## src/rtl/i2crs_pkg.sv

```systemverilog
// shared types and constants for the i2c register slave
`default_nettype none

package i2crs_pkg;

  localparam int unsigned DATA_W = 8;
  localparam int unsigned ADDR_W = 7;
  localparam int unsigned CNT_W  = 4;
  localparam int unsigned IDX_W  = 8;

  localparam logic [DATA_W-1:0] MSB_MASK = 8'h80;
  localparam logic [CNT_W-1:0]  BYTE_BITS = 4'd8;

  // configuration register indexes
  localparam logic [IDX_W-1:0] REG_DEVICE_ADDRESS = 8'd0;
  localparam logic [IDX_W-1:0] REG_REGISTER_COUNT = 8'd1;

  // event kinds
  localparam logic [1:0] EV_WRITE     = 2'd0;
  localparam logic [1:0] EV_READ      = 2'd1;
  localparam logic [1:0] EV_BAD_REG   = 2'd2;
  localparam logic [1:0] EV_BAD_ADDR  = 2'd3;

  localparam logic [ADDR_W-1:0] DEVICE_ADDRESS_RESET = 7'd32;
  localparam logic [DATA_W-1:0] REGISTER_COUNT_RESET = 8'd16;

  typedef enum logic [13:0] {
    PH_IDLE     = 14'h0001,
    PH_ARMED    = 14'h0002,
    PH_START    = 14'h0004,
    PH_ADDR     = 14'h0008,
    PH_ACK_AW   = 14'h0010,
    PH_REG      = 14'h0020,
    PH_NACK_REG = 14'h0040,
    PH_ACK_REG  = 14'h0080,
    PH_DATA     = 14'h0100,
    PH_RESTART  = 14'h0200,
    PH_ACK_DATA = 14'h0400,
    PH_ACK_AR   = 14'h0800,
    PH_TX       = 14'h1000,
    PH_READ_ACK = 14'h2000
  } phase_t;

  typedef struct packed {
    logic              scl;
    logic              sda;
    logic [DATA_W-1:0] read_value;
  } in_t;

  typedef struct packed {
    logic              sda_release;
    logic              event_valid;
    logic [1:0]        event_kind;
    logic [DATA_W-1:0] event_register;
    logic [DATA_W-1:0] event_value;
    logic [DATA_W-1:0] selected_register;
  } out_t;

  typedef struct packed {
    logic [ADDR_W-1:0] device_address;
    logic [DATA_W-1:0] register_count;
  } cfg_t;

endpackage

`default_nettype wire

```

## src/rtl/i2crs_core.sv

```systemverilog
// bus tracking state machine, one sample per step
`default_nettype none

module i2crs_core (
  input  wire logic           clk,
  input  wire logic           rst,
  input  wire logic           step,
  input  wire i2crs_pkg::in_t  word,
  input  wire i2crs_pkg::cfg_t cfg,
  output i2crs_pkg::out_t     result
);

  i2crs_pkg::phase_t phase, phase_next;
  logic [i2crs_pkg::CNT_W-1:0]  bit_count, bit_count_next;
  logic [i2crs_pkg::DATA_W-1:0] receive_shift, receive_shift_next;
  logic [i2crs_pkg::DATA_W-1:0] transmit_shift, transmit_shift_next;
  logic [i2crs_pkg::DATA_W-1:0] current_register, current_register_next;
  logic previous_scl;
  logic data_drive, data_drive_next;

  logic rise, fall;
  logic [i2crs_pkg::DATA_W-1:0] wr_addr, rd_addr;
  logic ev;
  logic [1:0] kind;
  logic [i2crs_pkg::DATA_W-1:0] ereg, eval;

  assign rise    = word.scl & ~previous_scl;
  assign fall    = ~word.scl & previous_scl;
  assign wr_addr = {cfg.device_address, 1'b0};
  assign rd_addr = {cfg.device_address, 1'b1};

  always_comb begin
    phase_next            = phase;
    bit_count_next        = bit_count;
    receive_shift_next    = receive_shift;
    transmit_shift_next   = transmit_shift;
    current_register_next = current_register;
    data_drive_next       = data_drive;
    ev   = 1'b0;
    kind = i2crs_pkg::EV_WRITE;
    ereg = '0;
    eval = '0;
    unique case (phase)
      i2crs_pkg::PH_IDLE: begin
        if (word.scl && word.sda) phase_next = i2crs_pkg::PH_ARMED;
      end
      i2crs_pkg::PH_ARMED: begin
        if (!word.scl) phase_next = i2crs_pkg::PH_IDLE;
        else if (!word.sda) phase_next = i2crs_pkg::PH_START;
      end
      i2crs_pkg::PH_START: begin
        if (word.sda) begin
          phase_next = i2crs_pkg::PH_IDLE;
        end else if (!word.scl) begin
          phase_next          = i2crs_pkg::PH_ADDR;
          bit_count_next      = '0;
          receive_shift_next  = '0;
          transmit_shift_next = '0;
        end
      end
      i2crs_pkg::PH_ADDR, i2crs_pkg::PH_REG, i2crs_pkg::PH_DATA: begin
        if (rise && bit_count < i2crs_pkg::BYTE_BITS) begin
          receive_shift_next = {receive_shift[i2crs_pkg::DATA_W-2:0], word.sda};
          bit_count_next     = bit_count + 4'd1;
        end else if (phase == i2crs_pkg::PH_DATA && word.scl && previous_scl &&
                     !word.sda && bit_count == 4'd1 && receive_shift == 8'd1) begin
          phase_next = i2crs_pkg::PH_RESTART;
        end else if (fall && bit_count >= i2crs_pkg::BYTE_BITS) begin
          if (phase == i2crs_pkg::PH_ADDR) begin
            if (receive_shift == wr_addr) begin
              data_drive_next = 1'b0;
              phase_next      = i2crs_pkg::PH_ACK_AW;
            end else if (receive_shift == rd_addr) begin
              data_drive_next = 1'b0;
              phase_next      = i2crs_pkg::PH_ACK_AR;
            end else begin
              ev         = 1'b1;
              kind       = i2crs_pkg::EV_BAD_ADDR;
              phase_next = i2crs_pkg::PH_IDLE;
            end
          end else if (phase == i2crs_pkg::PH_REG) begin
            if (receive_shift >= cfg.register_count) begin
              data_drive_next = 1'b1;
              phase_next      = i2crs_pkg::PH_NACK_REG;
            end else begin
              current_register_next = receive_shift;
              data_drive_next       = 1'b0;
              phase_next            = i2crs_pkg::PH_ACK_REG;
            end
          end else begin
            data_drive_next = 1'b0;
            phase_next      = i2crs_pkg::PH_ACK_DATA;
          end
        end
      end
      i2crs_pkg::PH_RESTART: begin
        if (!word.scl) begin
          phase_next          = i2crs_pkg::PH_ADDR;
          bit_count_next      = '0;
          receive_shift_next  = '0;
          transmit_shift_next = '0;
        end
      end
      i2crs_pkg::PH_ACK_AW: begin
        if (fall) begin
          data_drive_next    = 1'b1;
          phase_next         = i2crs_pkg::PH_REG;
          bit_count_next     = '0;
          receive_shift_next = '0;
        end
      end
      i2crs_pkg::PH_NACK_REG: begin
        if (fall) begin
          data_drive_next = 1'b1;
          ev              = 1'b1;
          kind            = i2crs_pkg::EV_BAD_REG;
          ereg            = receive_shift;
          phase_next      = i2crs_pkg::PH_IDLE;
        end
      end
      i2crs_pkg::PH_ACK_REG: begin
        if (fall) begin
          data_drive_next    = 1'b1;
          phase_next         = i2crs_pkg::PH_DATA;
          bit_count_next     = '0;
          receive_shift_next = '0;
        end
      end
      i2crs_pkg::PH_ACK_DATA: begin
        if (fall) begin
          data_drive_next = 1'b1;
          ev              = 1'b1;
          kind            = i2crs_pkg::EV_WRITE;
          ereg            = current_register;
          eval            = receive_shift;
          phase_next      = i2crs_pkg::PH_IDLE;
        end
      end
      i2crs_pkg::PH_ACK_AR: begin
        if (rise) begin
          transmit_shift_next = word.read_value;
          receive_shift_next  = word.read_value;
        end else if (fall) begin
          data_drive_next = (transmit_shift & i2crs_pkg::MSB_MASK) != '0;
          phase_next      = i2crs_pkg::PH_TX;
          bit_count_next  = '0;
        end
      end
      i2crs_pkg::PH_TX: begin
        if (rise && bit_count < i2crs_pkg::BYTE_BITS) begin
          transmit_shift_next = {transmit_shift[i2crs_pkg::DATA_W-2:0], 1'b0};
          bit_count_next      = bit_count + 4'd1;
        end else if (fall) begin
          if (bit_count >= i2crs_pkg::BYTE_BITS) begin
            data_drive_next = 1'b1;
            phase_next      = i2crs_pkg::PH_READ_ACK;
          end else begin
            data_drive_next = (transmit_shift & i2crs_pkg::MSB_MASK) != '0;
          end
        end
      end
      i2crs_pkg::PH_READ_ACK: begin
        if (fall) begin
          data_drive_next = 1'b1;
          ev              = 1'b1;
          kind            = i2crs_pkg::EV_READ;
          ereg            = current_register;
          eval            = receive_shift;
          phase_next      = i2crs_pkg::PH_IDLE;
        end
      end
      default: begin
        data_drive_next = 1'b1;
        phase_next      = i2crs_pkg::PH_IDLE;
      end
    endcase
  end

  always_comb begin
    result.sda_release       = data_drive_next;
    result.event_valid       = ev;
    result.event_kind        = kind;
    result.event_register    = ereg;
    result.event_value       = eval;
    result.selected_register = current_register_next;
  end

  always_ff @(posedge clk) begin
    if (rst) begin
      phase            <= i2crs_pkg::PH_IDLE;
      bit_count        <= '0;
      receive_shift    <= '0;
      transmit_shift   <= '0;
      current_register <= '0;
      previous_scl     <= 1'b1;
      data_drive       <= 1'b1;
    end else if (step) begin
      phase            <= phase_next;
      bit_count        <= bit_count_next;
      receive_shift    <= receive_shift_next;
      transmit_shift   <= transmit_shift_next;
      current_register <= current_register_next;
      previous_scl     <= word.scl;
      data_drive       <= data_drive_next;
    end
  end

  a_event_ends_in_idle: assert property (@(posedge clk) disable iff (rst)
    step && result.event_valid |=> phase == i2crs_pkg::PH_IDLE)
    else $error("event did not return to idle");

  a_bit_count_range: assert property (@(posedge clk) disable iff (rst)
    bit_count <= i2crs_pkg::BYTE_BITS)
    else $error("bit count past one byte");

  a_drive_only_when_owned: assert property (@(posedge clk) disable iff (rst)
    !data_drive |-> (phase == i2crs_pkg::PH_ACK_AW || phase == i2crs_pkg::PH_ACK_REG ||
                     phase == i2crs_pkg::PH_ACK_DATA || phase == i2crs_pkg::PH_ACK_AR ||
                     phase == i2crs_pkg::PH_TX))
    else $error("sda pulled low outside acknowledge or transmit");

  a_wrong_addr_clean: assert property (@(posedge clk) disable iff (rst)
    result.event_valid && result.event_kind == i2crs_pkg::EV_BAD_ADDR |->
      result.event_register == '0 && result.event_value == '0)
    else $error("wrong address event carries data");

endmodule

`default_nettype wire

```

## src/rtl/i2c_register_slave.sv

```systemverilog
// top level of the i2c register slave with config port and output skid buffer
//
// in channel: one oversampled scl/sda sample plus read_value per word, taken
// when in_valid and in_ready are both high. out channel: exactly one result
// word per input word, in order, with the released/driven sda level after
// that sample, any finished transaction event and the selected register.
// each result word is registered into the output register, or into the skid
// register on a stall. throughput: one sample per cycle while out_ready stays high;
// the state update is a single pass through the bus state machine.
// stalls: a two entry output stage (output register plus skid register)
// lets one more sample be taken after out_ready drops; in_ready falls only
// once the skid register is full and rises as soon as it drains.
// config: cfg_index 0 writes device_address (7 bits), 1 writes
// register_count; other indexes are ignored. cfg_ready is always high.
// reset: synchronous; the bus tracker goes idle with sda released,
// device_address returns to 32 and register_count to 16, and both output
// entries are emptied.
`default_nettype none

module i2c_register_slave (
  input  wire logic                            clk,
  input  wire logic                            rst,
  input  wire logic                            in_valid,
  output logic                                 in_ready,
  input  wire i2crs_pkg::in_t                  in_word,
  output logic                                 out_valid,
  input  wire logic                            out_ready,
  output i2crs_pkg::out_t                      out_word,
  input  wire logic                            cfg_valid,
  output logic                                 cfg_ready,
  input  wire logic [i2crs_pkg::IDX_W-1:0]     cfg_index,
  input  wire logic [i2crs_pkg::DATA_W-1:0]    cfg_data
);

  i2crs_pkg::cfg_t cfg;
  i2crs_pkg::out_t result;
  i2crs_pkg::out_t skid_word;
  logic skid_valid;
  logic step;

  assign cfg_ready = 1'b1;
  assign in_ready  = ~skid_valid;
  assign step      = in_valid & in_ready;

  always_ff @(posedge clk) begin
    if (rst) begin
      cfg.device_address <= i2crs_pkg::DEVICE_ADDRESS_RESET;
      cfg.register_count <= i2crs_pkg::REGISTER_COUNT_RESET;
    end else if (cfg_valid) begin
      if (cfg_index == i2crs_pkg::REG_DEVICE_ADDRESS) begin
        cfg.device_address <= cfg_data[i2crs_pkg::ADDR_W-1:0];
      end else if (cfg_index == i2crs_pkg::REG_REGISTER_COUNT) begin
        cfg.register_count <= cfg_data;
      end
    end
  end

  i2crs_core u_core (
    .clk    (clk),
    .rst    (rst),
    .step   (step),
    .word   (in_word),
    .cfg    (cfg),
    .result (result)
  );

  always_ff @(posedge clk) begin
    if (rst) begin
      out_valid  <= 1'b0;
      skid_valid <= 1'b0;
    end else if (!out_valid || out_ready) begin
      if (skid_valid) begin
        out_word   <= skid_word;
        out_valid  <= 1'b1;
        skid_valid <= 1'b0;
      end else if (step) begin
        out_word  <= result;
        out_valid <= 1'b1;
      end else begin
        out_valid <= 1'b0;
      end
    end else if (step) begin
      skid_word  <= result;
      skid_valid <= 1'b1;
    end
  end

  a_skid_behind_out: assert property (@(posedge clk) disable iff (rst)
    skid_valid |-> out_valid)
    else $error("skid entry held with empty output register");

  a_stall_fills_skid: assert property (@(posedge clk) disable iff (rst)
    step && out_valid && !out_ready |=> skid_valid)
    else $error("accepted sample lost during stall");

  a_no_accept_when_full: assert property (@(posedge clk) disable iff (rst)
    skid_valid && out_valid && !out_ready |=> skid_valid && $stable(skid_word))
    else $error("skid entry changed while stalled");

endmodule

`default_nettype wire
```

## config.mk

```make
export PLATFORM = sky130hd
export DESIGN_NAME = i2c_register_slave
export DESIGN_NICKNAME = d
export VERILOG_FILES = /design/src/rtl/i2crs_pkg.sv /design/src/rtl/i2crs_core.sv /design/src/rtl/i2c_register_slave.sv
export SDC_FILE = /design/constraint.sdc
export NUM_CORES = 1
export LEC_CHECK = 0
export CAP_MARGIN = 20
export CORE_ASPECT_RATIO = 0.9
export CORE_UTILIZATION = 50
export CTS_BUF_LIST = sky130_fd_sc_hd__clkbuf_4 sky130_fd_sc_hd__clkbuf_8
export CTS_CLUSTER_SIZE = 24
export DETAILED_ROUTE_END_ITERATION = 8
export DONT_BUFFER_PORTS = 1
export PLACE_DENSITY_LB_ADDON = 0.12
export SLEW_MARGIN = 20
export SYNTH_ARGS = -nofsm -noshare
export SYNTH_HDL_FRONTEND = slang
export SYNTH_SLANG_ARGS = --single-unit
```

## constraint.sdc

```tcl
create_clock -name clk -period 5.15 [get_ports clk]
set_input_delay 0 -clock clk [delete_from_list [all_inputs] [get_ports clk]]
set_output_delay 0 -clock clk [all_outputs]
set_load 0.05 [all_outputs]
```

==> results by group <==
Route
  • Final wirelength: 14400 um
  • Drt drc: 0
  • Antenna viol nets, final: 0
  • Wire per inst: 19.7 um
  • DR iter-0 viols: 384
  • Drt first pass iters: 6
  • Via density: 5.99
  • Via count: 4396

Timing
  • FMAX: 278 MHz
  • Setup TNS: 0 ns
  • Hold Violations, Final: 0
  • Relative slew slack: 0.323
  • Slew Viols, Final: 0
  • RSZ-0062 raised after global routing: no
  • Worst Tran Pin Value: 1.01 ns
  • Clock skew: 0.0127 ns
  • Finish-stage setup viols: 0
  • Tmin final: 3.60 ns
  • Fin crit share: 0.699

Layout
  • Register area: 0.00290 sq mm
  • Area of the multi-input gates: 0.00275 sq mm
  • Area Growth Syn to Fin: 14.5%
  • Post-Layout Cell Count: 734
  • Filler Cell Count: 988
  • Final #Nets: 606
  • Share of cells above drive strength 1: 0.175

Yosys
  • Cells after synthesis: 549
  • Syn Nets: 591
  • Syn_area_per_cell: 10.7 sq um
  • Sequential share of the synthesized area: 0.493
  • Synth warnings: 0
  • Synth Cell Area: 0.00589 sq mm
  • Post-synth EDFFs: 56
  • Synth Register Bits: 117
  • Synth Flop Type: dfxtp_1
  • Count of unique library cells instantiated by Yosys: 74
  • Post-synth ARST share: 0

Place
  • Number of I/O port buffers: 0
  • Placed Cells: 670
  • GP Congestion: 0.875
  • Dpl hpwl: 9730 um

CTS
  • Clock Latency Late Sink: 0.43 ns
  • H-tree depth: 4
  • CTS tree: done
  • Clock transition at the registers of the reported paths: 0.07 ns
  • CTS sink cnt: 117
  • Cts bufs inserted: 17
  • Post-CTS Setup Repair Bufs: 0
  • Buffers from clock root to sink, at most: 2
  • Root Driver: clkbuf_8

Die
  • DIE HEIGHT: 105 um
  • Die X: 116 um
  • Row Count: 37
  • Initial Utilization: 0.515
  • Total die area: 0.0122 sq mm
  • Core footprint: 0.0114 sq mm
  • Num ports: 62

GRT
  • Total grt overflow: 0
  • Largest net degree at the start of global routing: 57
  • First-pass GRT wire length: 23000 um
  • Number of global-route vias before repair: 4225
  • Antenna violations before repair: 1
  • Overall Global Routing Usage: 0.251

Setup path
  • Slowest stage delay, CP: 0.63 ns
  • Slowest cell on the critical path: a221oi_4
  • Bufs and invs on worst path: 2
  • Critical path endpoint category: flop
  • Startpoint types: flop
  • Family with the most delay on the worst path: simple AND/OR/NAND/NOR gates
  • Worst endpoint required time: 5.52 ns
  • Data arrival, critical path: 3.97 ns
  • CP cell instances: nor4_1 -> nand4_1 -> nand2_1 -> inv_1 -> a221oi_4 -> nor2_1 -> a211oi_2 -> dlygate4sd3_1
  • Critical path fanouts, max: 16
  • Critical path type: reg -> reg

Power and ir drop
  • Pwr per Cell Area: 340 mW/mm^2
  • Static leakage: 2.44 nW
  • Worst IR Drop VDD: 200 uV

Status
  • Run status: complete, no violations

Flow run
  • Max_cap viols: 0

Worst hold path
  • Hold Crit Class: in -> reg
-- power by group --
part	total, mW	internal (mW)	switching, mW
Sequential	1.06	0.999	0.0580
Combinational	0.255	0.109	0.145
Clock	0.980	0.587	0.393
Total	2.29	1.70	0.596
-- final timing paths --
check | start | to | slack [ns] | cells past startpoint
max | u_core.phase[0]$_SDFFE_PP1P_ | u_core.receive_shift[6]$_SDFFE_PP0P_ | 1.55 | 8
min | in_word[9] | u_core.receive_shift[0]$_SDFFE_PP0P_ | 0.02 | 4
max reg2reg | u_core.phase[0]$_SDFFE_PP1P_ | u_core.receive_shift[6]$_SDFFE_PP0P_ | 1.55 | 8
min reg2reg | cfg[4]$_SDFFE_PP1P_ | cfg[4]$_SDFFE_PP1P_ | 0.49 | 2
-- metrics by stage --
| stage | setup WS (ns) | cell area [sq um] | hold slack [ns] | util | power [mW] |
|---|---|---|---|---|---|
| after floorplan | 1.89 | 5890 | 0.125 | - | 1.26 |
| after CTS | 1.60 | 6740 | 0.00367 | 0.590 | 2.29 |
| after global placement | 1.97 | 5950 | 0.0752 | 0.521 | 1.30 |
| after global routing | 1.27 | 6740 | 0.0282 | 0.590 | 2.37 |
| final | 1.55 | 6750 | 0.0206 | 0.590 | 2.29 |
| after detailed placement | 1.94 | 5950 | 0.0738 | 0.521 | 1.30 |
-- cell usage after synthesis, types with 2 or more instances --
cell / n / area, sq um
dfxtp_1: 61 / 1220
edfxtp_1: 56 / 1680
nor2_1: 54 / 203
mux2_2: 36 / 405
nand2_1: 31 / 116
clkbuf_1: 25 / 93.8
mux2i_1: 25 / 250
inv_1: 18 / 67.6
nor3_1: 17 / 85.1
a211oi_1: 15 / 113
a22oi_1: 15 / 113
a21oi_1: 13 / 65.1
a22o_1: 12 / 105
ha_1: 11 / 138
nand4_1: 11 / 68.8
nor4_1: 9 / 56.3
xor2_1: 9 / 78.8
and2_1: 8 / 50.1
nand3_1: 8 / 40.0
nor4b_1: 8 / 70.1
buf_2: 7 / 35.0
nand2b_1: 7 / 43.8
o21ai_0: 6 / 30.0
nor2b_1: 5 / 31.3
or4_1: 5 / 37.5
or2_2: 4 / 25.0
or3_1: 4 / 25.0
a31oi_1: 3 / 18.8
and3_1: 3 / 18.8
buf_1: 3 / 11.3
buf_6: 3 / 33.8
o211ai_1: 3 / 22.5
xnor2_1: 3 / 26.3
a211oi_2: 2 / 25.0
nand3b_1: 2 / 15.0
nor3b_1: 2 / 15.0
o21bai_1: 2 / 15.0
o221ai_1: 2 / 17.5
o22ai_1: 2 / 12.5
o31ai_1: 2 / 15.0
or4_4: 2 / 22.5
or4b_2: 2 / 20.0
or4b_4: 2 / 27.5
-- worst register-to-register path: cells and delay by family, from the launching register on --
| family | cells | cell delay [ns] |
|---|---|---|
| simple gates | 4 | 1.60 |
| compound gates | 2 | 0.83 |
| buf+inv | 2 | 0.73 |
| flops | 1 | 0.39 |
-- cells in the final DEF (no fill, tap or decap), types with 5 or more instances in the layout --
cell	netlist	routed
a211oi_1	15	15
a21oi_1	13	13
a22o_1	12	12
a22oi_1	15	15
and2_1	8	8
bufinv_16	0	5
clkbuf_8	0	17
dfxtp_1	61	61
dlygate4sd3_1	0	30
edfxtp_1	56	56
ha_1	11	11
inv_1	18	18
mux2_2	36	36
mux2i_1	25	25
nand2_1	31	31
nand2b_1	7	7
nand3_1	8	8
nand4_1	11	11
nor2_1	54	54
nor2b_1	5	5
nor3_1	17	15
nor4_1	9	8
nor4b_1	8	8
o21ai_0	6	6
or4_1	5	5
xor2_1	9	9
-- sequential cells by signal, indices dropped and copies added (netlist names) --
signal	count
cfg	15
out_valid	1
out_word	28
skid_valid	1
skid_word	28
u_core.bit_count	4
u_core.current_register	8
u_core.data_drive	1
u_core.phase	14
u_core.previous_scl	1
u_core.receive_shift	8
u_core.transmit_shift	8
-- cell families after synthesis --
group / share of synthesized area
simple gates: 0.188
other cells: 0.000636
buf+inv: 0.0429
mux: 0.114
flops: 0.493
fa+ha+maj: 0.0234
xor+xnor: 0.0178
compound gates: 0.121
-- cell type report --
class	instances	area share
antenna	1	0.000371
clock buffer	18	0.0358
clock inverter	14	0.0328
inverter	19	0.0106
multi-input combinational	374	0.408
sequential	117	0.430
tap	156	0.0289
timing repair buffer	35	0.0531
-- per-layer routing --
metal | routed length [um] | up-vias | track usage | part of all wire
li1 | - | 2076 | - | -
met2 | 6250 | 173 | 0.350 | 0.43
met4 | 289 | 0 | 0.0971 | 0.020
met3 | 978 | 22 | 0.0719 | 0.068
met5 | 0 | - | 0 | 0
met1 | 6930 | 2125 | 0.362 | 0.48
-- timing repair --
action / 4_1_cts / 5_1_grt
hold buffers: 31 / 0
endpoints found under the setup margin: 0 / 0
gates resized for setup: 0 / 0
hold endpoints to repair: 67 / 0
(Power assumes the default switching activity.)
